**src/mcc2d_ram.sv**
```systemverilog
// ---------------------------------------------------------------------------
// mcc2d_ram
// generic single write port, single read port ram with registered read data
// ---------------------------------------------------------------------------
`default_nettype none

module mcc2d_ram #(
  parameter int DEPTH = 64,
  parameter int WIDTH = 16,
  parameter int AW    = $clog2(DEPTH)
) (
  input  wire logic             clk,
  input  wire logic             we,
  input  wire logic [AW-1:0]    waddr,
  input  wire logic [WIDTH-1:0] wdata,
  input  wire logic [AW-1:0]    raddr,
  output logic      [WIDTH-1:0] rdata
);

  logic [WIDTH-1:0] mem [DEPTH];

  always_ff @(posedge clk) begin
    if (we) begin
      mem[waddr] <= wdata;
    end
  end

  always_ff @(posedge clk) begin
    rdata <= mem[raddr];
  end

endmodule

`default_nettype wire

```
**config.mk**
```make
export PLATFORM = sky130hd
export DESIGN_NAME = mcc2d_ram
export DESIGN_NICKNAME = d
export VERILOG_FILES = /design/src/mcc2d_ram.sv
export SDC_FILE = /design/constraint.sdc
export NUM_CORES = 1
export LEC_CHECK = 0
export BUFFER_PORTS_ARGS = -buffer_cell sky130_fd_sc_hd__buf_2
export CAP_MARGIN = 20
export CORE_ASPECT_RATIO = 0.7
export CORE_MARGIN = 10
export CORE_UTILIZATION = 50
export CTS_CLUSTER_DIAMETER = 80
export DETAILED_ROUTE_END_ITERATION = 8
export PLACE_DENSITY_LB_ADDON = 0.1
export REMOVE_ABC_BUFFERS = 1
export SYNTH_ARGS = -nofsm -noshare
export SYNTH_HDL_FRONTEND = slang
export SYNTH_SLANG_ARGS = --single-unit
```
**constraint.sdc**
```tcl
create_clock -name clk -period 3.3 [get_ports clk]
set_input_delay 0.495 -clock clk [delete_from_list [all_inputs] [get_ports clk]]
set_output_delay 0.495 -clock clk [all_outputs]
set_load 0.005 [all_outputs]
```
# == After elaboration in Yosys (flattened, before gate mapping) ==
# Memories as Yosys holds them, arrays and structs flattened. A register that Yosys moved wholly into a read port is not among the register bits.
# Index checks and enable logic that the tools add are counted.
# totals
register_bits,0
latchBits,0
mem_bits_rw,1024
rom_bits,0
in_bits,30
out_inout_bits,16
word_cells,3
mem_count,1
# op_classes
n_addsub,0
n_mul,0
n_div,0
magnitude_cmp,0
n_eq_ne,0
shift,0
mux,2
bitwise,0
n_reduce_logical,0
# mem_list
memory,words,width,read_ports,rd_clocked_by_memory_dff,write_ports,line,source
mem,64,16,1,1,1,20,logic [WIDTH-1:0] mem [DEPTH];
# op_table
operator,n
two-way mux 1 bit,2

# == Depth between registers and ports, before layout ==
# logic_depth
ltp_word,2
mapped_depth,10
mapped_depth_nobuf,5

# == Least setup slack after synthesis ==
# No wires, ideal clock.
# synth_path
kind,input port to flip-flop
start,input waddr[3]
end,memory mem[48][0] (enable)
setup_ns,0.409
arrival_ns,2.121
required_ns,2.891
setup_slack_ns,0.770
path_stages,4
path_buffers,1
cell_sequence,clkbuf_1 nor2b_1 nand4b_1 nor3_1
# synth_lines
item,line,source
start: declaration,14,"input wire logic [AW-1:0] waddr,"
end: declaration,20,
# No word-level cell before the write port.

==> parameters.txt <==
Parameter                              Value

CTS
  Count of buffers added by post-CTS timing repair for setup    0
  H-Tree Depth    3
  Clock insertion delay at the later pin of the skew report    660 ps
  CTS Buf Count    96
  Clock tree buffer depth    3
  Number of gates given a new drive strength after cts    0
  Clock tree from TritonCTS    yes
  Cell at the root of the clock tree    sky130_fd_sc_hd__clkbuf_16
  Clock transition at the registers of the reported paths    70 ps
  Number of buffers inserted by hold repair at cts    0
  Clock sink count    1040

Critical path
  Slowest-stage cell, CP    sky130_fd_sc_hd__mux4_2
  Slowest Stage Delay on Critical Path    540 ps
  Element type at the critical path start    primary input
  Critical R2R Launch    mem[50][10]
  Critical path startpoint    raddr[0]
  Cell breakdown of the critical path    buf_8 > buf_12 > buf_12 > buf_4 > mux4_2 > a22oi_1 > nand3_1 > and4_1
  Endpoint of the worst-slack reg-to-reg timing path    rdata[10]
  Critical path class    primary input to register
  Critical path peak fanout    21
  Reg-to-reg slack, setup    1110 ps
  Worst EP arrival    3110 ps
  Critical Path RT    3830 ps
  Endpoint type of the worst setup path    register
  Top cell by count, worst path    sky130_fd_sc_hd__buf_12
  Number of cells traversed by the worst register-to-register path    4

Timing
  Highest attainable clock frequency    388 MHz
  Final Hold Vio Count    0
  RSZ-0062 raised after global routing    false
  Max-slew violation total from the final report    0
  Worst-case headroom to the max-slew limit    0.277
  Final critical-path share of the clock period    0.781
  Worst-margin pin slew    1080 ps
  Final worst clock skew    28.2 ps
  Setup violation total in the final timing report    0
  Time the final worst path needs with I/O delays and setup    2580 ps
  Accumulated negative setup slack    0 ps

Logic synthesis
  Number of enable-type register cells in the synthesized netlist    1024
  Synth unique cells    43
  Sequential cell area fraction in the yosys report    0.776
  Per-instance average area after synthesis    21.9 um^2
  #FFs+latches synth    1040
  Share of flip-flops with an asynchronous set or reset    0
  Most used flip-flop cell after synthesis    sky130_fd_sc_hd__edfxtp_1
  Synth Warn #    0
  Cell area after synthesis    0.0400 mm^2
  Number of cells produced by synthesis    1829

Pwr
  Peak VDD IR    0.000378 V
  Leakage power summed over all cells    14.6 nW
  PwrDens    594 mW/mm^2

Global route
  Global-route wire length before repair    144000 um
  Largest net degree at the start of global routing    65
  Initial antenna violation count    13
  Vias in the first global route    19336
  Global routing usage summed across all routing layers    0.219
  Overall overflow remaining after global route    0

Flow run
  Max Cap Violations    0

Hold path
  WHS Endpoint    mem[25][3]
  Classification of the worst-slack hold path    primary input to register
  Worst Hold Depth    1
  Hold path start    wdata[3]

Drt
  DRT Wirelength    100000 um
  Via/cell ratio    6.12
  Final antenna-violating net count    0
  Initial DRT Pass Iterations    7
  Count of vias placed by the detailed router    19420
  Starting DRC count in detailed routing    2393
  DRC errors left    0
  Post-DR wirelength/cell    31.6 um

Floorplan
  Die area    0.0920 mm^2
  Die width    358 um
  Initial cell density of the core    0.506
  Number of top-level pins    46
  Core area    0.0791 mm^2
  Number of placement rows    86
  Floorplan die height    257 um

Placement
  HPWL after detailed placement    62700 um
  Number of placed instances with taps included    2990
  Input/output buffers    45
  Routability Congestion    0.807

Status
  Outcome    finished clean

Cells and area
  Final net count    2065
  Share of cells above drive strength 1    0.288
  Post-route non-filler standard cell count    3172
  Number of fill cells in the layout    5853
  Area delta synth->final    13.7%
  Antenna fix cells    0
placed cells by master, fill, tap and decap left out, types with 6 or more instances in the layout:
master / instances
sky130_fd_sc_hd__a211o_1: 8
sky130_fd_sc_hd__clkbuf_1: 25
sky130_fd_sc_hd__nor2_1: 69
sky130_fd_sc_hd__nand4_1: 12
sky130_fd_sc_hd__mux2_2: 27
sky130_fd_sc_hd__a211oi_1: 8
sky130_fd_sc_hd__edfxtp_1: 1024
sky130_fd_sc_hd__buf_12: 23
sky130_fd_sc_hd__a22oi_1: 39
sky130_fd_sc_hd__a22o_1: 6
sky130_fd_sc_hd__clkinv_2: 18
sky130_fd_sc_hd__buf_4: 144
sky130_fd_sc_hd__mux4_2: 220
sky130_fd_sc_hd__a31oi_1: 8
sky130_fd_sc_hd__a311oi_1: 8
sky130_fd_sc_hd__a221oi_1: 16
sky130_fd_sc_hd__buf_2: 42
sky130_fd_sc_hd__dfxtp_1: 16
sky130_fd_sc_hd__clkinv_1: 15
sky130_fd_sc_hd__nand2_1: 59
sky130_fd_sc_hd__nand3_1: 24
sky130_fd_sc_hd__a21oi_1: 17
sky130_fd_sc_hd__a221o_1: 6
sky130_fd_sc_hd__mux2i_1: 85
sky130_fd_sc_hd__clkbuf_8: 10
sky130_fd_sc_hd__clkbuf_16: 100
sky130_fd_sc_hd__nor2b_1: 30
worst max-delay path by stage:
stage	endpoint	slack, ps	cells after the start
CTS	rdata[10]	790	8
detailed placement	rdata[10]	100	8
floorplan	mem[48][0]	920	3
global route	rdata[10]	540	8
global placement	rdata[10]	110	8
finish	rdata[14]	720	8
routing by layer:
layer | part of all wire | wire length (um) | GRT usage
met1 | 0.45 | 45000 | 0.342
met2 | 0.44 | 44500 | 0.312
met3 | 0.088 | 8800 | 0.0478
met4 | 0.018 | 1750 | 0.0476
met5 | 0 | 0 | 0
synth_stat cells, types with 4 or more instances:
master                     count  area share
sky130_fd_sc_hd__mux4_1        4      0.0026
sky130_fd_sc_hd__a22o_1        6      0.0013
sky130_fd_sc_hd__a211oi_1      8      0.0015
sky130_fd_sc_hd__a31oi_1       8      0.0012
sky130_fd_sc_hd__nand4_1      12      0.0019
sky130_fd_sc_hd__nor2b_1      30      0.0047
sky130_fd_sc_hd__nor2_1       72      0.0067
sky130_fd_sc_hd__a311oi_1      8      0.0017
sky130_fd_sc_hd__a21oi_1      17      0.0021
sky130_fd_sc_hd__o21ai_0       5     0.00062
sky130_fd_sc_hd__mux4_2      220        0.12
sky130_fd_sc_hd__buf_4        13      0.0024
sky130_fd_sc_hd__a41oi_1       5      0.0011
sky130_fd_sc_hd__edfxtp_1   1024        0.77
sky130_fd_sc_hd__buf_12        5      0.0025
sky130_fd_sc_hd__a211o_1       8      0.0017
sky130_fd_sc_hd__a221oi_1     16      0.0035
sky130_fd_sc_hd__and4_1        5      0.0011
sky130_fd_sc_hd__mux2_2       27      0.0076
sky130_fd_sc_hd__nand3_1      24      0.0030
sky130_fd_sc_hd__dfxtp_1      16      0.0080
sky130_fd_sc_hd__buf_2        36      0.0045
sky130_fd_sc_hd__a22oi_1      39      0.0073
sky130_fd_sc_hd__a221o_1       6      0.0015
sky130_fd_sc_hd__mux2i_1      85       0.021
sky130_fd_sc_hd__buf_6        17      0.0048
sky130_fd_sc_hd__clkbuf_1     24      0.0022
sky130_fd_sc_hd__nand2_1      59      0.0055
metrics by stage:
stage / total power, W / hold WS, ps / cell area [um^2] / worst slack (ps) / utilization
global placement: 0.0164 / 849 / 42400 / 111 / 0.536
CTS: 0.0273 / 303 / 45500 / 793 / 0.575
floorplan: 0.0155 / 594 / 39300 / 923 / -
finish: 0.0271 / 192 / 45500 / 723 / 0.576
global route: 0.0279 / 178 / 45500 / 538 / 0.576
detailed placement: 0.0164 / 857 / 42400 / 101 / 0.536
where the power goes:
| part | internal [W] | switching [W] | leakage, nW | total, W |
|---|---|---|---|---|
| logic | 0.000550 | 0.000903 | 3.72 | 0.00145 |
| clock network | 0.00617 | 0.00475 | 1.52 | 0.0109 |
| registers | 0.0146 | 0.0000655 | 9.35 | 0.0147 |
| total | 0.0213 | 0.00572 | 14.6 | 0.0271 |
critical path: cells and delay by family:
kind | cells | cell delay, ps
AO/OA/AOI/OAI | 1 | 200
multiplexers | 1 | 540
AND/OR/NAND/NOR | 2 | 840
buffers and inverters | 4 | 960
final cells by class:
type	count	area (um^2)	share of cell area
flip-flops and latches	1040	31100	0.682
multi-input cells	685	8260	0.181
clock buffers	135	2730	0.0600
repair buffers	212	1790	0.0394
well taps	1056	1320	0.0290
clock inverters	44	354	0.00778
state kept, by name (all words and copies together) (netlist names):
signal / flops
rdata: 16
mem: 1024
kinds of logic (layout without fill, tap and decap cells):
group                  after synthesis  after routing  synth area share
buffers and inverters              104            391            0.0183
AOI/OAI and AO/OA                  129            129            0.0241
and+or+nand+nor                    220            220            0.0265
DFF                               1040           1040             0.776
muxes                              336            336             0.155
(Power assumes the default switching activity.)
