### src/mcc2d_pkg.sv
// ---------------------------------------------------------------------------
// mcc2d_pkg
// shared constants, codes and types of the multichannel convolution point
// ---------------------------------------------------------------------------
`default_nettype none

package mcc2d_pkg;

  localparam int MAX_IMAGE_SIZE = 16;
  localparam int CHANNELS       = 3;
  localparam int KERNEL_H       = 3;
  localparam int KERNEL_W       = 3;
  localparam int NUM_KERNELS    = 2;

  localparam int TAPS       = CHANNELS * KERNEL_H * KERNEL_W;
  localparam int WGT_DEPTH  = NUM_KERNELS * TAPS;
  localparam int IMG_DEPTH  = CHANNELS * MAX_IMAGE_SIZE * MAX_IMAGE_SIZE;
  localparam int WGT_AW     = $clog2(WGT_DEPTH);
  localparam int IMG_AW     = $clog2(IMG_DEPTH);
  localparam int IMG_CW     = (MAX_IMAGE_SIZE > 1) ? $clog2(MAX_IMAGE_SIZE) : 1;
  localparam int CH_W       = (CHANNELS > 1) ? $clog2(CHANNELS) : 1;
  localparam int KH_W       = (KERNEL_H > 1) ? $clog2(KERNEL_H) : 1;
  localparam int KW_W       = (KERNEL_W > 1) ? $clog2(KERNEL_W) : 1;

  localparam int DATA_W     = 16;
  localparam int PROD_W     = 2 * DATA_W;
  localparam int ACC_W      = 48;
  localparam int OUT_W      = 40;
  localparam int CFG_W      = 5;
  localparam int CFG_IDX_W  = 3;
  localparam int COORD_W    = 8;

  localparam logic [4:0] RST_IN_WIDTH  = 5'd3;
  localparam logic [4:0] RST_IN_HEIGHT = 5'd3;
  localparam logic [1:0] RST_PAD_X     = 2'd1;
  localparam logic [1:0] RST_PAD_Y     = 2'd1;
  localparam logic [2:0] RST_STRIDE_X  = 3'd1;
  localparam logic [2:0] RST_STRIDE_Y  = 3'd1;

  localparam logic signed [ACC_W-1:0] SAT_MAX =
    {{(ACC_W-OUT_W+1){1'b0}}, {(OUT_W-1){1'b1}}};
  localparam logic signed [ACC_W-1:0] SAT_MIN =
    {{(ACC_W-OUT_W+1){1'b1}}, {(OUT_W-1){1'b0}}};

  typedef enum logic [1:0] {
    ACT_WEIGHT  = 2'd0,
    ACT_SAMPLE  = 2'd1,
    ACT_COMPUTE = 2'd2
  } action_t;

  typedef enum logic [CFG_IDX_W-1:0] {
    REG_IN_WIDTH  = 3'd0,
    REG_IN_HEIGHT = 3'd1,
    REG_PAD_X     = 3'd2,
    REG_PAD_Y     = 3'd3,
    REG_STRIDE_X  = 3'd4,
    REG_STRIDE_Y  = 3'd5
  } cfg_reg_t;

  typedef enum logic [1:0] {
    ST_IDLE,
    ST_RUN,
    ST_DRAIN,
    ST_DONE
  } state_t;

  typedef struct packed {
    logic clear;
    logic issue;
    logic finish;
    logic bad;
  } mac_ctrl_t;

  typedef struct packed {
    logic empty;
    logic out_free;
  } mac_status_t;

endpackage

`default_nettype wire

### src/mcc2d_mac.sv
// ---------------------------------------------------------------------------
// mcc2d_mac
// registered multiply and accumulate, combinational saturation and output register
// ---------------------------------------------------------------------------
`default_nettype none

module mcc2d_mac (
  input  wire logic                     clk,
  input  wire logic                     rst,
  input  wire mcc2d_pkg::mac_ctrl_t     ctrl,
  output mcc2d_pkg::mac_status_t        status,
  input  wire logic signed [15:0]       wgt_data,
  input  wire logic signed [15:0]       img_data,
  output logic                          out_valid,
  input  wire logic                     out_stall,
  output logic signed [39:0]            conv_value,
  output logic                          bad_coord
);

  import mcc2d_pkg::*;

  logic                     v1;
  logic                     v2;
  logic signed [PROD_W-1:0] prod;
  logic signed [ACC_W-1:0]  acc;
  logic signed [OUT_W-1:0]  sat;

  always_ff @(posedge clk) begin
    if (rst) begin
      v1 <= 1'b0;
      v2 <= 1'b0;
    end else begin
      v1 <= ctrl.issue;
      v2 <= v1;
    end
  end

  always_ff @(posedge clk) begin
    if (v1) begin
      prod <= wgt_data * img_data;
    end
    if (ctrl.clear) begin
      acc <= '0;
    end else if (v2) begin
      acc <= acc + {{(ACC_W-PROD_W){prod[PROD_W-1]}}, prod};
    end
  end

  always_comb begin
    if (acc > SAT_MAX) begin
      sat = SAT_MAX[OUT_W-1:0];
    end else if (acc < SAT_MIN) begin
      sat = SAT_MIN[OUT_W-1:0];
    end else begin
      sat = acc[OUT_W-1:0];
    end
  end

  always_ff @(posedge clk) begin
    if (rst) begin
      out_valid <= 1'b0;
    end else if (ctrl.finish) begin
      out_valid <= 1'b1;
    end else if (!out_stall) begin
      out_valid <= 1'b0;
    end
  end

  always_ff @(posedge clk) begin
    if (ctrl.finish) begin
      conv_value <= ctrl.bad ? '0 : sat;
      bad_coord  <= ctrl.bad;
    end
  end

  always_comb begin
    status.empty    = !v1 && !v2;
    status.out_free = !out_valid || !out_stall;
  end

  // result only loaded once the pipeline has drained
  a_finish_drained: assert property (@(posedge clk) disable iff (rst)
    ctrl.finish |-> (!v1 && !v2))
    else $error("result loaded with products in flight");

  a_clear_zero: assert property (@(posedge clk) disable iff (rst)
    (ctrl.clear && !v2) |=> (acc == '0))
    else $error("accumulator not cleared");

  a_bad_zero: assert property (@(posedge clk) disable iff (rst)
    (out_valid && bad_coord) |-> (conv_value == '0))
    else $error("flagged result not zero");

  a_no_overwrite: assert property (@(posedge clk) disable iff (rst)
    (out_valid && out_stall) |-> !ctrl.finish)
    else $error("pending transaction overwritten");

endmodule

`default_nettype wire

### config.mk
export PLATFORM = sky130hd
export DESIGN_NAME = mcc2d_mac
export DESIGN_NICKNAME = d
export VERILOG_FILES = /design/src/mcc2d_pkg.sv /design/src/mcc2d_mac.sv
export SDC_FILE = /design/constraint.sdc
export NUM_CORES = 1
export LEC_CHECK = 0
export BUFFER_PORTS_ARGS = -buffer_cell sky130_fd_sc_hd__buf_2
export CAP_MARGIN = 20
export CORE_MARGIN = 4
export CORE_UTILIZATION = 55
export CTS_CLUSTER_SIZE = 8
export DETAILED_ROUTE_END_ITERATION = 16
export PLACE_DENSITY = 0.73
export RECOVER_POWER = 100
export SYNTH_ARGS = -nofsm -noshare
export SYNTH_HDL_FRONTEND = slang
export SYNTH_SLANG_ARGS = --single-unit
### constraint.sdc
create_clock -name clk -period 9.3 [get_ports clk]
set_input_delay 1.395 -clock clk [delete_from_list [all_inputs] [get_ports clk]]
set_output_delay 1.395 -clock clk [all_outputs]
set_load 0.02 [all_outputs]
### Word level (Yosys, flattened, before mapping)

Cells that the tools add are included.

| word-level totals | value |
|---|---|
| flip-flop bits (word level) | 124 |
| input bits | 39 |

| operators by class | value |
|---|---|
| reductions and logical operators | 7 |
| magnitude comparators | 2 |
| $add $sub $neg | 1 |
| equal/unequal tests | 1 |
| multipliers | 1 |
| multiplexer cells | 4 |

Operators with widths:

| kind | count |
|---|---|
| adder 48 bit | 1 |
| greater-than comparator 48 x 40 -> 1 bit (second input constant) | 1 |
| < comparator 48 x 40 -> 1 bit (second input constant) | 1 |
| 2-to-1 mux 40 bit | 1 |
| 2-to-1 mux 39 bit | 1 |
| multiplier 16 x 16 -> 32 bit | 1 |
| logical NOT 1 bit | 4 |
| 2-to-1 mux 1 bit | 2 |
| != test 2 bit (second input constant) | 1 |
| OR reduction 2 bit | 1 |
| logical AND 1 bit | 1 |
| logical OR 1 bit | 1 |

### Longest topological paths before layout

Gate-level depths: netlist of the first run.

| depth | value |
|---|---|
| depth in word-level cells | 3 |
| depth in mapped cells | 25 |
| mapped depth without buffers | 24 |

### Least setup slack after synthesis of the first run

No wires, ideal clock.

| timing path | value |
|---|---|
| path kind | in2reg |
| start | input port wgt_data[6] |
| end | register prod[31] (data pin) |
| stages | 22 |
| data required time | 9040 ps |
| setup slack | 1803 ps |
| library setup time | 260 ps |
| arrival time | 7237 ps |
| cell sequence | clkbuf_1 and2_1 fa_1 inv_1 fa_1 fa_1 inv_1 ha_1 fa_1 inv_1 fa_1 inv_1 ha_1 a2111o_1 o211ai_2 a21boi_2 a21o_1 a221o_2 a311o_2 a211o_1 a21oi_2 xnor2_1 |

| on the way | value |
|---|---|
| cells in the longest elaborated chain, start to end | 1 |

RTL lines:

| element | line | RTL |
|---|---|---|
| start, declared | mcc2d_mac.sv:12 | `input wire logic signed [15:0] wgt_data,` |
| multiplier 16 x 16 -> 32 bit | mcc2d_mac.sv:40 | `prod <= wgt_data * img_data;` |
| end signal, assigned | mcc2d_mac.sv:40 |  |
| end, declared | mcc2d_mac.sv:24 | `logic signed [PROD_W-1:0] prod;` |

Every way passes these cells.
A chain may end at the register's enable or synchronous reset.

### Worst setup path in the final report of the first run

| timing path | value |
|---|---|
| start | input port wgt_data[0] |
| end | register prod[31] (data pin) |

The elaborated chain is that of the path after synthesis.

==> results of run 1 <==
[cells in the mapped netlist (4+ instances only)]
cell type,count
a211oi_1,11
and3_1,7
nand2b_1,12
inv_1,339
or3b_2,6
xor2_1,18
nand4_1,15
a21oi_1,118
clkbuf_1,68
ha_1,129
and2_1,134
nor3b_1,10
nor4_1,4
xnor2_1,50
mux2i_1,32
edfxtp_1,73
or3_1,5
fa_1,263
o21ai_0,47
nor3_1,11
dfxtp_1,51
nand2_1,169
o21a_1,10
nand3_1,11
a211o_1,6
nor2b_1,14
a31oi_1,9
buf_2,5
o21bai_1,12
nor2_1,139
a21o_1,42
o311ai_0,5
[layout make-up]
class / count / share of cell area
clock buffer: 17 / 0.0234
clock inverter: 15 / 0.00778
inverter: 339 / 0.0700
multi-input combinational: 1325 / 0.674
sequential: 124 / 0.177
tap: 396 / 0.0273
timing repair buffer: 87 / 0.0209
[placed cells by master, fill, tap and decap left out, types with 4 or more instances in the layout]
cell type  Yosys  routed
nand3_1       11      11
nor2_1       139     139
nor3_1        11      11
o21bai_1      12      12
or3_1          5       5
nand2_1      169     169
a21oi_1      118     118
nor3b_1       10      10
buf_2          5      34
ha_1         129     129
and3_1         7       7
inv_1        339     339
clkbuf_1      68      50
inv_8          0       5
clkbuf_16      0      17
xor2_1        18      18
nand2b_1      12      12
a211o_1        6       6
nor4_1         4       4
or3b_2         6       6
nand4_1       15      15
inv_6          0       6
and2_1       134     129
o311ai_0       5       6
a211oi_1      11      11
a31oi_1        9       9
o21ai_0       47      46
and2_0         0       5
dfxtp_1       51      50
o21a_1        10      10
mux2i_1       32      32
a21o_1        42      42
edfxtp_1      73      73
fa_1         263     263
nor2b_1       14      14
xnor2_1       50      50
[flip-flops by register name, indices dropped and copies added, names as in the netlist]
name        cells
prod           32
bad_coord       1
v2              1
acc            48
conv_value     40
out_valid       1
v1              1
[logic make-up after synthesis]
group                      Yosys count
DFF                                124
muxes                               33
AOI/OAI and AO/OA                  284
xor gates and xnor gates            68
buffers and inverters              416
and+or+nand+nor                    548
adders and majority gates          392
[through the flow]
| step | setup slack, ps | std cells | hold WS, ps | area [sq um] | utilization |
|---|---|---|---|---|---|
| after CTS | 1860 | 2303 | 514 | 18300 | 0.597 |
| after global routing | 1200 | 2303 | 529 | 18200 | 0.594 |
| final | 1580 | 2303 | 514 | 18200 | 0.594 |
| after detailed placement | 1420 | 2271 | 499 | 17700 | 0.578 |
| after floorplan | 1800 | 1865 | 463 | 17000 | - |
| after global placement | 1500 | 2271 | 486 | 17700 | 0.578 |
[worst min path at each step]
| stage | end | slack, ps | cells past startpoint |
|---|---|---|---|
| floorplan | acc[17] | 460 | 2 |
| global placement | out_valid | 490 | 2 |
| detailed placement | out_valid | 500 | 2 |
| CTS | out_valid | 510 | 2 |
| global route | acc[31] | 530 | 2 |
| finish | acc[31] | 510 | 2 |
[layer usage]
layer | up-vias | GRT usage
met4 | 0 | 0.0488
met3 | 44 | 0.0344
met1 | 5945 | 0.329
li1 | 5995 | -
met5 | - | 0
met2 | 361 | 0.358
[critical path: stages]
cell      delay, ps
clkbuf_1        590
nand2_1         190
fa_1            500
inv_1            60
ha_1            150
inv_1            70
fa_1            550
inv_1            60
ha_1            310
fa_1            540
inv_1            50
fa_1            530
inv_1            40
ha_1            340
a2111o_1        460
o211ai_1        210
a21boi_0        170
a21o_1          230
a221o_2         420
a311o_2         440
a211o_1         270
a21oi_1         180
xnor2_1          80
==> results_dict.tcl, run 1 <==
set metrics [dict create \
    status "complete, but fails checks" \
    violations "capacitance limit, slew limit" \
    seqCellArea_sq_mm 0.00321 \
    syn2layout_area_growth_pct 6.71 \
    n_antenna_cell 0 \
    ys_seq_area_frac 0.189 \
    insertion_delay_ps 420 \
    r2r_start "prod[31]" \
    arrival_ps 7870 \
    drt_iter0_markers 777 \
    ys_ff_latch 124 \
    routed_via_density 5.36 \
    htree_levels 4 \
    cts_resized 0 \
    grt_pass1_wl_microns 63000 \
    die-area_sq_mm 0.0339 \
    min_from "acc[31]" \
    drv_slew 190 \
    setup_viol 0 \
    worstReg2RegEnd "acc[44]" \
    dieHeight_microns 184 \
    ant_nets 0 \
    wire_per_inst_microns 15.9 \
    cts_buffer_depth 2 \
    first_pass_iters 4 \
    worst-setup-path-type "in -> reg" \
    hold_class "reg -> reg" \
    yosys_warnings 0 \
    synth_xor_area_frac 0.0350 \
    route.met3.wl_microns 2190 \
    rsz0062_at_grt "false" \
    drive_gt1_frac 0.0451 \
    fin_crit_sh 0.830 \
    synth_top_family_by_area "adder cells" \
    drc 0 \
    maxCapViolCount 4 \
    critPathLaunch "wgt_data[0]" \
    critPathRequiredTime_ps 9450 \
    synth_compound_area_frac 0.103 \
    gr-usage-all-layers 0.225 \
    synth_adder_area_share 0.404 \
    gp_congestion 0.912 \
    grt_pass1_vias 12800 \
    r2r_cells 11 \
    finalClockSkew_ps 12.4 \
    wl_met1_microns 17600 \
    tns_ps 0 \
    syn_nets 2296 \
    yosysUniqueCellTypes 61 \
    fill_cells 2665 \
    synthArstFlopShare 0 \
    coreArea_sq_mm 0.0306 \
    yosysTopAreaCellShare 0.309 \
    met2_length_microns 16300 \
    timing.critical_path.to "prod[31]" \
    fp-row-count 64 \
    grt_max_degree 83 \
    cts_sinks 124 \
    finalCriticalPeriod_ps 7720 \
    ys.flop_type "edfxtp_1" \
    startpoint_type "input port" \
    antenna_found_initial 0 \
    crit_fanout 16 \
    end_kind "flop" \
    fmax_mhz 130 \
    start_util 0.557 \
    synth_top_cell_by_area "fa_1" \
    synth-simple-area-share 0.158 \
    io_buffer_count 82 \
    io_pins 83 \
    cts_made_buffers 17 \
    place_hpwl_microns 29300 \
    rrSetupSlack_ps 5750 \
    synth_area_sq_mm 0.0170 \
    post-cts-setup-buffers 0 \
    overflow 0 \
    wl_microns 36700 \
    top_layer_used "met4" \
    cts-root-buf "clkbuf_16" \
    die_w_microns 184 \
    slew-limit-headroom -0.940 \
    multi_input_area_sq_mm 0.0122 \
    synth_edf_count 73 \
    layout.nets 2325 \
    tightest_slew_ps 2910 \
    hold_viol 0 \
    avgSynthCellArea_sq_um 9.13 \
    netlist_instances 1865 \
    ys_top_cells_by_area "fa_1 31%, edfxtp_1 13%, ha_1 9.5%" \
    dr_total_vias 12300 \
    muxShareOfSynthArea 0.0195 \
    cts_hold_buf 0 \
    cts_tree "yes" \
    clk_pin_slew_ps 70 \
]
Power of run 1 is left out: the tool's default activity adds up to more than one toggle a clock period on the data nets, which glitch-free logic cannot reach.
==> run 2: changes to the inputs <==
clock period = 7.5 ns   (was 9.3 ns; I/O delays follow)
==> results_dict.tcl, run 2 (synthesis results as in run 1) <==
set metrics [dict create \
    worst-setup-path-type "in -> reg" \
    insertion_delay_ps 420 \
    place_ws_ps 29.4 \
    clk_pin_slew_ps 60 \
    setup_slack_ps 411 \
    crit_chain "buf_2, clkbuf_1, and2_0, fa_1, inv_1, fa_1, fa_1, inv_1, ha_1, fa_1, inv_1, fa_1, inv_1, ha_1, a2111o_1, o211ai_2, a21boi_2, a21o_1, a221o_2, a311o_2, a211o_1, a21oi_2, xnor2_1" \
    tns_ps 0 \
    grt_max_degree 83 \
    routed_via_density 5.42 \
    cts-root-buf "clkbuf_16" \
    syn2layout_area_growth_pct 7.81 \
    first_pass_iters 7 \
    cts_resized 0 \
    cts_sinks 124 \
    grt_pass1_vias 12900 \
    arrival_ps 7250 \
    slew-limit-headroom -0.878 \
    cts_tree "yes" \
    dieHeight_microns 184 \
    grt_pass1_wl_microns 62900 \
    drc 0 \
    end_kind "flop" \
    wire_per_inst_microns 15.9 \
    largest_reg_flops 48 \
    drive_gt1_frac 0.0550 \
    layout.nets 2346 \
    fin_crit_sh 0.945 \
    tightest_slew_ps 2820 \
    dr_total_vias 12600 \
    setup_viol 0 \
    crit_fanout 9 \
    place_hpwl_microns 30200 \
    status "complete, but fails checks" \
    coreArea_sq_mm 0.0306 \
    cts_hold_buf 0 \
    startpoint_type "input port" \
    wl_met1_microns 17300 \
    critPathMaxStageDelay_ps 560 \
    start_util 0.557 \
    cts_buffer_depth 2 \
    reg_top3 "acc x48, conv_value x40, prod x32" \
    htree_levels 4 \
    io_pins 83 \
    violations "capacitance limit, slew limit" \
    mostFrequentLayoutCells "339 x inv_1, 263 x fa_1, 169 x nand2_1" \
    largest-register "acc" \
    met2_length_microns 16600 \
    maxCapViolCount 4 \
    rsz0062_at_grt "false" \
    fp-row-count 64 \
    gr-usage-all-layers 0.225 \
    final_common_cell "inv_1" \
    gp_congestion 0.915 \
    top_layer_used "met4" \
    post-cts-setup-buffers 0 \
    fmax_mhz 141 \
    wl_microns 36900 \
    finalClockSkew_ps 10.3 \
    die-area_sq_mm 0.0339 \
    cpMaxStageDelayCell "fa_1" \
    crit_top_cell "fa_1" \
    hold_class "reg -> reg" \
    cts_made_buffers 17 \
    drv_slew 190 \
    hold_viol 0 \
    die_w_microns 184 \
    n_antenna_cell 0 \
    overflow 0 \
    io_buffer_count 82 \
    antenna_found_initial 0 \
    fin_util 0.600 \
    ant_nets 0 \
    drt_iter0_markers 713 \
    critPathRequiredTime_ps 7670 \
    finalCriticalPeriod_ps 7090 \
    route.met3.wl_microns 2250 \
]
## run 2: layout make-up
cell class                      instances  area, sq um
Tap cell                              396          495
Fill cell                            2674        12200
Inverter                              339         1270
Timing Repair Buffer                  108          527
Clock buffer                           17          425
Multi-Input combinational cell       1325        12300
Sequential cell                       124         3210
Clock inverter                         15          176
## run 2: path summary, 6_finish.rpt
kind / startpoint / to / slack (ps) / cells past startpoint
setup / recovery: img_data[4] / prod[31] / 410 / 23
hold / removal: acc[31] / acc[31] / 510 / 2
setup reg to reg: acc[0] / acc[32] / 3880 / 13
hold reg to reg: acc[31] / acc[31] / 510 / 2
## run 2: worst max-delay path: cells and delay by family
family | cells | cell delay (ps)
compound gates | 8 | 2220
xor+xnor | 1 | 70
fa+ha+maj | 7 | 3100
buf+inv | 6 | 520
simple gates | 1 | 210
## run 2: routing by layer
layer,vias up,global-route usage
met4,0,0.0518
li1,6038,-
met1,6100,0.327
met2,395,0.361
met5,-,0
met3,62,0.0319
## run 2: through the flow
| step | std cells | cell area (sq um) | hold WS, ps |
|---|---|---|---|
| floorplan | 1865 | 17000 | 463 |
| global placement | 2292 | 17800 | 485 |
| detailed placement | 2292 | 17800 | 503 |
| CTS | 2324 | 18500 | 514 |
| global route | 2324 | 18400 | 540 |
| finish | 2324 | 18400 | 514 |
Power of run 2 is left out for the same reason.
