**src/mcc2d_pkg.sv**
```systemverilog
// ---------------------------------------------------------------------------
// mcc2d_pkg
// shared constants, codes and types of the multichannel convolution point
// ---------------------------------------------------------------------------
`default_nettype none

package mcc2d_pkg;

  localparam int MAX_IMAGE_SIZE = 16;
  localparam int CHANNELS       = 3;
  localparam int KERNEL_H       = 3;
  localparam int KERNEL_W       = 3;
  localparam int NUM_KERNELS    = 2;

  localparam int TAPS       = CHANNELS * KERNEL_H * KERNEL_W;
  localparam int WGT_DEPTH  = NUM_KERNELS * TAPS;
  localparam int IMG_DEPTH  = CHANNELS * MAX_IMAGE_SIZE * MAX_IMAGE_SIZE;
  localparam int WGT_AW     = $clog2(WGT_DEPTH);
  localparam int IMG_AW     = $clog2(IMG_DEPTH);
  localparam int IMG_CW     = (MAX_IMAGE_SIZE > 1) ? $clog2(MAX_IMAGE_SIZE) : 1;
  localparam int CH_W       = (CHANNELS > 1) ? $clog2(CHANNELS) : 1;
  localparam int KH_W       = (KERNEL_H > 1) ? $clog2(KERNEL_H) : 1;
  localparam int KW_W       = (KERNEL_W > 1) ? $clog2(KERNEL_W) : 1;

  localparam int DATA_W     = 16;
  localparam int PROD_W     = 2 * DATA_W;
  localparam int ACC_W      = 48;
  localparam int OUT_W      = 40;
  localparam int CFG_W      = 5;
  localparam int CFG_IDX_W  = 3;
  localparam int COORD_W    = 8;

  localparam logic [4:0] RST_IN_WIDTH  = 5'd3;
  localparam logic [4:0] RST_IN_HEIGHT = 5'd3;
  localparam logic [1:0] RST_PAD_X     = 2'd1;
  localparam logic [1:0] RST_PAD_Y     = 2'd1;
  localparam logic [2:0] RST_STRIDE_X  = 3'd1;
  localparam logic [2:0] RST_STRIDE_Y  = 3'd1;

  localparam logic signed [ACC_W-1:0] SAT_MAX =
    {{(ACC_W-OUT_W+1){1'b0}}, {(OUT_W-1){1'b1}}};
  localparam logic signed [ACC_W-1:0] SAT_MIN =
    {{(ACC_W-OUT_W+1){1'b1}}, {(OUT_W-1){1'b0}}};

  typedef enum logic [1:0] {
    ACT_WEIGHT  = 2'd0,
    ACT_SAMPLE  = 2'd1,
    ACT_COMPUTE = 2'd2
  } action_t;

  typedef enum logic [CFG_IDX_W-1:0] {
    REG_IN_WIDTH  = 3'd0,
    REG_IN_HEIGHT = 3'd1,
    REG_PAD_X     = 3'd2,
    REG_PAD_Y     = 3'd3,
    REG_STRIDE_X  = 3'd4,
    REG_STRIDE_Y  = 3'd5
  } cfg_reg_t;

  typedef enum logic [1:0] {
    ST_IDLE,
    ST_RUN,
    ST_DRAIN,
    ST_DONE
  } state_t;

  typedef struct packed {
    logic clear;
    logic issue;
    logic finish;
    logic bad;
  } mac_ctrl_t;

  typedef struct packed {
    logic empty;
    logic out_free;
  } mac_status_t;

endpackage

`default_nettype wire

```
**src/mcc2d_ctrl.sv**
```systemverilog
// ---------------------------------------------------------------------------
// mcc2d_ctrl
// configuration registers, store writes and the tap sequencer
// ---------------------------------------------------------------------------
`default_nettype none

module mcc2d_ctrl (
  input  wire logic                             clk,
  input  wire logic                             rst,
  input  wire logic                             in_valid,
  output logic                                  in_stall,
  input  wire logic [1:0]                       action,
  input  wire logic [0:0]                       kernel,
  input  wire logic [1:0]                       channel,
  input  wire logic [3:0]                       row,
  input  wire logic [3:0]                       col,
  input  wire logic                             cfg_write,
  input  wire logic [mcc2d_pkg::CFG_IDX_W-1:0]  cfg_index,
  input  wire logic [mcc2d_pkg::CFG_W-1:0]      cfg_data,
  output logic                                  wgt_we,
  output logic [mcc2d_pkg::WGT_AW-1:0]          wgt_waddr,
  output logic [mcc2d_pkg::WGT_AW-1:0]          wgt_raddr,
  output logic                                  img_we,
  output logic [mcc2d_pkg::IMG_AW-1:0]          img_waddr,
  output logic [mcc2d_pkg::IMG_AW-1:0]          img_raddr,
  output mcc2d_pkg::mac_ctrl_t                  mac_ctrl,
  input  wire mcc2d_pkg::mac_status_t           mac_status
);

  import mcc2d_pkg::*;

  state_t state;
  state_t state_next;

  logic [4:0] in_width;
  logic [4:0] in_height;
  logic [1:0] pad_x;
  logic [1:0] pad_y;
  logic [2:0] stride_x;
  logic [2:0] stride_y;

  logic [4:0]                wc;
  logic [4:0]                hc;
  logic [2:0]                sx;
  logic [2:0]                sy;
  logic signed [COORD_W-1:0] num_x;
  logic signed [COORD_W-1:0] num_y;
  logic [COORD_W-2:0]        col_mul;
  logic [COORD_W-2:0]        row_mul;
  logic                      req_bad;
  logic                      accept;

  logic                      bad;
  logic signed [COORD_W-1:0] base_x;
  logic signed [COORD_W-1:0] base_y;
  logic [CH_W-1:0]           cnt_c;
  logic [KH_W-1:0]           cnt_q;
  logic [KW_W-1:0]           cnt_p;
  logic signed [COORD_W-1:0] tap_x;
  logic signed [COORD_W-1:0] tap_y;
  logic                      tap_ok;
  logic                      last;

  // configuration registers
  always_ff @(posedge clk) begin
    if (rst) begin
      in_width  <= RST_IN_WIDTH;
      in_height <= RST_IN_HEIGHT;
      pad_x     <= RST_PAD_X;
      pad_y     <= RST_PAD_Y;
      stride_x  <= RST_STRIDE_X;
      stride_y  <= RST_STRIDE_Y;
    end else if (cfg_write) begin
      case (cfg_index)
        REG_IN_WIDTH:  in_width  <= cfg_data;
        REG_IN_HEIGHT: in_height <= cfg_data;
        REG_PAD_X:     pad_x     <= cfg_data[1:0];
        REG_PAD_Y:     pad_y     <= cfg_data[1:0];
        REG_STRIDE_X:  stride_x  <= cfg_data[2:0];
        REG_STRIDE_Y:  stride_y  <= cfg_data[2:0];
        default: begin
        end
      endcase
    end
  end

  // geometry of the request
  always_comb begin
    wc      = (in_width > 5'(MAX_IMAGE_SIZE)) ? 5'(MAX_IMAGE_SIZE) : in_width;
    hc      = (in_height > 5'(MAX_IMAGE_SIZE)) ? 5'(MAX_IMAGE_SIZE) : in_height;
    sx      = (stride_x == 3'd0) ? 3'd1 : stride_x;
    sy      = (stride_y == 3'd0) ? 3'd1 : stride_y;
    num_x   = $signed({3'b0, wc}) + $signed({5'b0, pad_x, 1'b0})
              - COORD_W'(KERNEL_W);
    num_y   = $signed({3'b0, hc}) + $signed({5'b0, pad_y, 1'b0})
              - COORD_W'(KERNEL_H);
    col_mul = (COORD_W-1)'(col) * (COORD_W-1)'(sx);
    row_mul = (COORD_W-1)'(row) * (COORD_W-1)'(sy);
    req_bad = (32'(kernel) >= NUM_KERNELS) || num_x[COORD_W-1] || num_y[COORD_W-1]
              || ($signed({1'b0, col_mul}) > num_x)
              || ($signed({1'b0, row_mul}) > num_y);
  end

  // store writes
  always_comb begin
    accept    = in_valid && (state == ST_IDLE);
    in_stall  = (state != ST_IDLE);
    wgt_we    = accept && (action == ACT_WEIGHT) && (32'(kernel) < NUM_KERNELS)
                && (32'(channel) < CHANNELS) && (32'(row) < KERNEL_H)
                && (32'(col) < KERNEL_W);
    wgt_waddr = WGT_AW'(kernel) * WGT_AW'(TAPS)
                + WGT_AW'(channel) * WGT_AW'(KERNEL_H * KERNEL_W)
                + WGT_AW'(row) * WGT_AW'(KERNEL_W) + WGT_AW'(col);
    img_we    = accept && (action == ACT_SAMPLE) && (32'(channel) < CHANNELS)
                && (32'(row) < MAX_IMAGE_SIZE) && (32'(col) < MAX_IMAGE_SIZE);
    img_waddr = IMG_AW'(channel) * IMG_AW'(MAX_IMAGE_SIZE * MAX_IMAGE_SIZE)
                + IMG_AW'(row) * IMG_AW'(MAX_IMAGE_SIZE) + IMG_AW'(col);
  end

  // current tap
  always_comb begin
    tap_x     = base_x + $signed(COORD_W'(cnt_p));
    tap_y     = base_y + $signed(COORD_W'(cnt_q));
    tap_ok    = !tap_x[COORD_W-1] && !tap_y[COORD_W-1]
                && (tap_x < $signed({3'b0, wc})) && (tap_y < $signed({3'b0, hc}));
    img_raddr = IMG_AW'(cnt_c) * IMG_AW'(MAX_IMAGE_SIZE * MAX_IMAGE_SIZE)
                + IMG_AW'(tap_y[IMG_CW-1:0]) * IMG_AW'(MAX_IMAGE_SIZE)
                + IMG_AW'(tap_x[IMG_CW-1:0]);
    last      = (cnt_c == CH_W'(CHANNELS - 1)) && (cnt_q == KH_W'(KERNEL_H - 1))
                && (cnt_p == KW_W'(KERNEL_W - 1));
  end

  always_ff @(posedge clk) begin
    if (rst) begin
      state <= ST_IDLE;
    end else begin
      state <= state_next;
    end
  end

  always_comb begin
    state_next      = state;
    mac_ctrl.clear  = 1'b0;
    mac_ctrl.issue  = 1'b0;
    mac_ctrl.finish = 1'b0;
    mac_ctrl.bad    = bad;
    case (state)
      ST_IDLE: begin
        if (accept && (action == ACT_COMPUTE)) begin
          state_next     = req_bad ? ST_DONE : ST_RUN;
          mac_ctrl.clear = !req_bad;
        end
      end
      ST_RUN: begin
        mac_ctrl.issue = tap_ok;
        if (last) begin
          state_next = ST_DRAIN;
        end
      end
      ST_DRAIN: begin
        if (mac_status.empty) begin
          state_next = ST_DONE;
        end
      end
      ST_DONE: begin
        mac_ctrl.finish = mac_status.out_free;
        if (mac_status.out_free) begin
          state_next = ST_IDLE;
        end
      end
      default: begin
        state_next = ST_IDLE;
      end
    endcase
  end

  always_ff @(posedge clk) begin
    if (accept && (action == ACT_COMPUTE)) begin
      bad       <= req_bad;
      base_x    <= $signed({1'b0, col_mul}) - $signed(COORD_W'(pad_x));
      base_y    <= $signed({1'b0, row_mul}) - $signed(COORD_W'(pad_y));
      wgt_raddr <= WGT_AW'(kernel) * WGT_AW'(TAPS);
      cnt_c     <= '0;
      cnt_q     <= '0;
      cnt_p     <= '0;
    end else if (state == ST_RUN) begin
      wgt_raddr <= wgt_raddr + WGT_AW'(1);
      if (cnt_p == KW_W'(KERNEL_W - 1)) begin
        cnt_p <= '0;
        if (cnt_q == KH_W'(KERNEL_H - 1)) begin
          cnt_q <= '0;
          cnt_c <= cnt_c + CH_W'(1);
        end else begin
          cnt_q <= cnt_q + KH_W'(1);
        end
      end else begin
        cnt_p <= cnt_p + KW_W'(1);
      end
    end
  end

  a_write_idle: assert property (@(posedge clk) disable iff (rst)
    (state != ST_IDLE) |-> !(wgt_we || img_we))
    else $error("store written during a computation");

  a_issue_run: assert property (@(posedge clk) disable iff (rst)
    mac_ctrl.issue |-> (state == ST_RUN))
    else $error("tap issued outside the run phase");

  a_wgt_range: assert property (@(posedge clk) disable iff (rst)
    (state == ST_RUN) |-> (32'(wgt_raddr) < WGT_DEPTH))
    else $error("weight read address out of range");

  a_finish_idle: assert property (@(posedge clk) disable iff (rst)
    mac_ctrl.finish |=> (state == ST_IDLE))
    else $error("sequencer did not return to idle");

endmodule

`default_nettype wire

```
**config.mk**
```make
export PLATFORM = sky130hd
export DESIGN_NAME = mcc2d_ctrl
export DESIGN_NICKNAME = d
export VERILOG_FILES = /design/src/mcc2d_pkg.sv /design/src/mcc2d_ctrl.sv
export SDC_FILE = /design/constraint.sdc
export NUM_CORES = 1
export LEC_CHECK = 0
export BUFFER_PORTS_ARGS = -buffer_cell sky130_fd_sc_hd__buf_2
export CORE_AREA = 2 2 100 93
export DETAILED_ROUTE_END_ITERATION = 8
export DIE_AREA = 0 0 102 95
export PLACE_DENSITY_LB_ADDON = 0.25
export SETUP_SLACK_MARGIN = 0.05
export SYNTH_ARGS = -nofsm -noshare
export SYNTH_HDL_FRONTEND = slang
export SYNTH_SLANG_ARGS = --single-unit
```
**constraint.sdc**
```tcl
create_clock -name clk -period 3.1 [get_ports clk]
set_input_delay 0 -clock clk [delete_from_list [all_inputs] [get_ports clk]]
set_output_delay 0 -clock clk [all_outputs]
set_load 0.01 [all_outputs]
```
# ---- Word level (Yosys, flattened, before mapping)
# Index checks and enable logic that the tools add are counted.
dict set report op_classes {
  order_cmp 9
  mux 18
  n_mul 5
  n_reduce_logical 35
  addsub 19
  eq_ne 17
}
# cell count
set op_table {}
lappend op_table {{10-bit by 4-bit adder with 10-bit output} 2}
lappend op_table {{10-bit by 8-bit adder with 10-bit output} 2}
lappend op_table {{8-bit by 3-bit adder with 8-bit output} 2}
lappend op_table {{8-bit by 7-bit > comparator with 1-bit output} 2}
lappend op_table {{8-bit by 6-bit less-than comparator with 1-bit output} 2}
lappend op_table {{7-bit by 2-bit subtractor with 8-bit output} 2}
lappend op_table {{4-bit by 3-bit multiplier with 7-bit output} 2}
lappend op_table {{2-bit two-way mux} 7}
lappend op_table {{2-bit AND reduction} 7}
lappend op_table {{6-bit by 2-bit subtractor with 7-bit output (second input constant)} 2}
lappend op_table {{1-bit logical AND} 13}
lappend op_table {{5-bit by 3-bit adder with 6-bit output} 2}
lappend op_table {{6-bit adder} 2}
lappend op_table {{2-bit equality test (second input constant)} 6}
lappend op_table {{6-bit two-way mux} 2}
lappend op_table {{5-bit > comparator (second input constant)} 2}
lappend op_table {{5-bit two-way mux} 2}
lappend op_table {{3-bit zero test} 3}
lappend op_table {{4-bit by 2-bit less-than comparator with 1-bit output (second input constant)} 2}
lappend op_table {{2-bit one-hot mux with 4 select lines} 1}
lappend op_table {{2-bit by 1-bit adder with 2-bit output (second input constant)} 3}
lappend op_table {{6-bit by 1-bit adder with 6-bit output (second input constant)} 1}
lappend op_table {{6-bit by 4-bit adder with 6-bit output} 1}
lappend op_table {{3-bit by 2-bit equality test with 1-bit output (second input constant)} 2}
lappend op_table {{17 further kinds} 31}
dict set report word_totals {
  output_inout_bits 39
  wordCells 117
  ff_bits 51
  inputBits 27
}

# ---- Depth between registers and ports, before layout
dict set report logic_depth {
  ltp_word 10
  ltp_mapped 16
}

# ---- Worst setup path after synthesis
# OpenSTA, ideal clock, no wires.
dict set report synth_path {
  kind {register to register}
  start {register stride_y[1]}
  end {register bad (data pin)}
  synth_period_minus_slack_ps 3232
  path_slack_ps -132
  path_stages_with_launch 13
  setup_ps 284
  arrival_time_ps 2948
  cell_sequence {dfxtp_1 o21bai_1 and2_1 fa_1 ha_1 fa_1 xnor2_1 inv_1 ha_1 o21a_1 o22ai_1 a2bb2oi_2 nand4_2}
}
dict set report synth_between {
  elab_chain_cells 5
}
# item line
set synth_rtl {}
lappend synth_rtl {{from (decl)} mcc2d_ctrl.sv:40} ;# logic [2:0] stride_y;
lappend synth_rtl {{from (signal assigned)} mcc2d_ctrl.sv:80} ;# REG_STRIDE_Y: stride_y <= cfg_data[2:0];
lappend synth_rtl {{3-bit zero test} mcc2d_ctrl.sv:92} ;# sy = (stride_y == 3'd0) ? 3'd1 : stride_y;
lappend synth_rtl {{3-bit two-way mux (*)} mcc2d_ctrl.sv:92}
lappend synth_rtl {{4-bit by 3-bit multiplier with 7-bit output (*)} mcc2d_ctrl.sv:98} ;# row_mul = (COORD_W-1)'(row) * (COORD_W-1)'(sy);
lappend synth_rtl {{8-bit by 7-bit > comparator with 1-bit output (*)} mcc2d_ctrl.sv:101} ;# || ($signed({1'b0, row_mul}) > num_y);
lappend synth_rtl {{1-bit logical OR (*)} mcc2d_ctrl.sv:101}
lappend synth_rtl {{via req_bad} mcc2d_ctrl.sv:50} ;# logic req_bad;
lappend synth_rtl {{to (signal assigned)} mcc2d_ctrl.sv:179} ;# bad <= req_bad;
lappend synth_rtl {{to (decl)} mcc2d_ctrl.sv:53} ;# logic bad;
# The timed path passes the listed nets; every way through them passes the cells marked *.
# A chain may end at the register's enable or synchronous reset.

==> flow_summary.ini <==
[status]
outcome = finished with violations
violations = setup timing

[layout]
stdcell_count = 680
final_core_util_pct = 60.3
nFillCells = 791
area_growth_pct = 18.2
diodes = 0
final_common_cell = buf_2
finalNetCount = 672
drive_above_1_share_pct = 23.3
fin_area_um2 = 5280
layout_common_cells = buf_2, ha_1, inv_1

[grt]
grt_pass1_vias = 3511
antenna_found_initial = 0
grt_max_degree = 25
track_usage_pct = 21.5
grt_first_pass_wirelength_um = 16300
grt-ovfl-total = 0

[clock_tree]
cts_tree = done
htreeDepth = 2
clkLatencyLatePin_ps = 300
cts_root_buf = clkbuf_8
clockBufferDepth = 2
clkTransAtPathRegs_ps = 90
cts_made_buffers = 5
cts.sinks = 51

[floorplanning]
core_um2 = 8750
ios = 66
initial_core_util_pct = 51.0
dieArea_um2 = 9690
fp.dieW_um = 102
core.rowCount = 33
dieHeight_um = 95

[run]
cap_viol_max_count = 0

[timing]
post-route-min-period_ps = 3350
setup_viol = 3
tightestPinTransition_ps = 843
grt_setup_unrepaired = yes
worst_slack_ps = -253
drv_slew = 0
timing.final.crit_share_pct = 108
fmax_mhz = 298
hold_violations = 0
finalSetupTns_ps = -636
fin_worst_skew_ps = 4.79
slew_headroom_pct = 43.7

[setup_path]
crit_arrival_ps = 3350
cp.required_ps = 3100
worst-path-max-fanout = 3
crit_type = flop to output port
crit_path_end = mac_ctrl[3]
cp-end-kind = output port
r2r-start = stride_y[2]
start_kind = flop
startpoint = stride_y[2]
r2r_cells = 14
r2r-end = bad
worst-r2r-setup-slack_ps = -200

[detailed_routing]
via_per_inst = 5.19
ant_nets = 0
vias = 3526
drt-initial-drc-count = 119
first_pass_iters = 4
drc = 0
routed_wl_um = 9840
avgRoutedWirePerCell_um = 14.5

[synth]
ys_types = 48
synth_area_um2 = 4460
ys_seq_area_share_pct = 28.0
syn_inst = 470
ys_warn_count = 0
synth-edff-count = 23
synth-seq-cells = 51
avgSynthCellArea_um2 = 9.50
synth_flop_cell = dfxtp_1
async_reset_ff_share_pct = 0
syn-num-nets = 585

[power]
cellPowerDensity_nw_per_um2 = 465
peakVddDrop_mv = 0.340
leakage_nw = 2.50

[place]
place.gp.congestion = 0.870
io_buffers = 65
pre_cts_slack_ps = -102
placed_cell_area_um2 = 5080
dp.cells = 665
hpwl_um = 8060

[min_path]
hold_path_class = primary input to flop
-- sequential cells by signal (all words and copies together) (netlist names) --
signal and count:
in_width 5, stride_y 3, stride_x 3, pad_y 2, cnt_q 2, in_height 5
base_y 8, state 2, pad_x 2, cnt_p 2, cnt_c 2, base_x 8
wgt_raddr 6, bad 1
-- report_power, final --
part           internal [mW]  switching, mW
sequential             0.825         0.0862
combinational          0.533          0.630
clock                  0.154          0.226
-- cells by family after synthesis --
kind of cell	Yosys count	share of synthesized area (%)
mux	10	2.24
fa+ha+maj	88	28.4
simple gates	143	16.8
buf+inv	73	7.12
flops	51	28.0
xor+xnor	33	6.47
compound gates	72	10.9
-- critical path, stage by stage, from the launching register on --
cell	delay, ps
dfxtp_2	360
o21bai_4	170
and2_4	160
fa_1	410
ha_2	210
fa_2	370
xnor2_2	200
inv_2	80
ha_4	260
nand4_1	110
o22ai_2	190
a2bb2oi_2	180
nand4_2	110
nor2_1	100
buf_2	140
-- area by class of cell --
type	count	area [um2]	area share [%]
clock inverter	3	15.0	0.285
timing repair buffer	95	566	10.7
clock buffer	5	68.8	1.30
tap	122	153	2.89
multi-input combinational	346	3000	56.9
inverter	58	218	4.13
sequential	51	1260	23.8
-- per-layer routing --
metal	global-route usage [%]	vias up	routed length, um
met5	0	-	0
met4	4.78	0	136
met3	3.77	10	434
met2	37.3	86	4770
met1	28.0	1669	4500
li1	-	1761	-
-- worst min path at each step --
stage / cells past startpoint / start / to
floorplan: 1 / action[0] / wgt_we
global placement: 2 / channel[1] / img_waddr[9]
detailed placement: 2 / channel[1] / img_waddr[9]
CTS: 2 / cfg_data[1] / in_height[1]
global route: 2 / cfg_data[1] / in_height[1]
finish: 2 / cfg_data[1] / in_height[1]
-- cell usage after synthesis, types with 2 or more instances --
library cell,instances,area share [%]
a211o_1,8,1.6
a211oi_1,6,1.0
a21o_1,9,1.5
a21oi_1,24,2.7
and2_1,18,2.5
and3_1,5,0.70
buf_2,2,0.22
buf_4,11,1.8
clkbuf_1,2,0.17
dfxtp_1,28,13
edfxtp_1,23,15
fa_1,22,9.9
ha_1,66,18
inv_1,58,4.9
mux2i_1,10,2.2
nand2_1,37,3.1
nand2b_1,2,0.28
nand3_1,7,0.78
nand4_1,3,0.42
nand4b_1,2,0.39
nor2_1,36,3.0
nor2b_1,12,1.7
nor3_1,9,1.0
nor3b_2,2,0.56
o21a_1,3,0.50
o21ai_0,9,1.0
o21ai_1,2,0.22
o21bai_1,2,0.34
o22ai_1,2,0.28
xnor2_1,20,3.9
xor2_1,13,2.6
-- per-stage QoR --
stage	power (mW)	hold slack, ps
after global routing	2.66	15.3
final	2.45	24.9
after detailed placement	2.06	266
after global placement	2.01	264
after floorplan	1.70	50.4
after CTS	2.47	21.6
-- repair_timing --
item / CTS / global route
buffers inserted: 4 / 0
endpoints found under the setup margin: 3 / 3
hold endpoints to repair: 8 / 0
resized for setup: 10 / 3
pin swaps: 7 / 3
gates cloned: 0 / 0
hold buffers: 3 / 0
No activity file was read; power rests on OpenSTA's default activity.
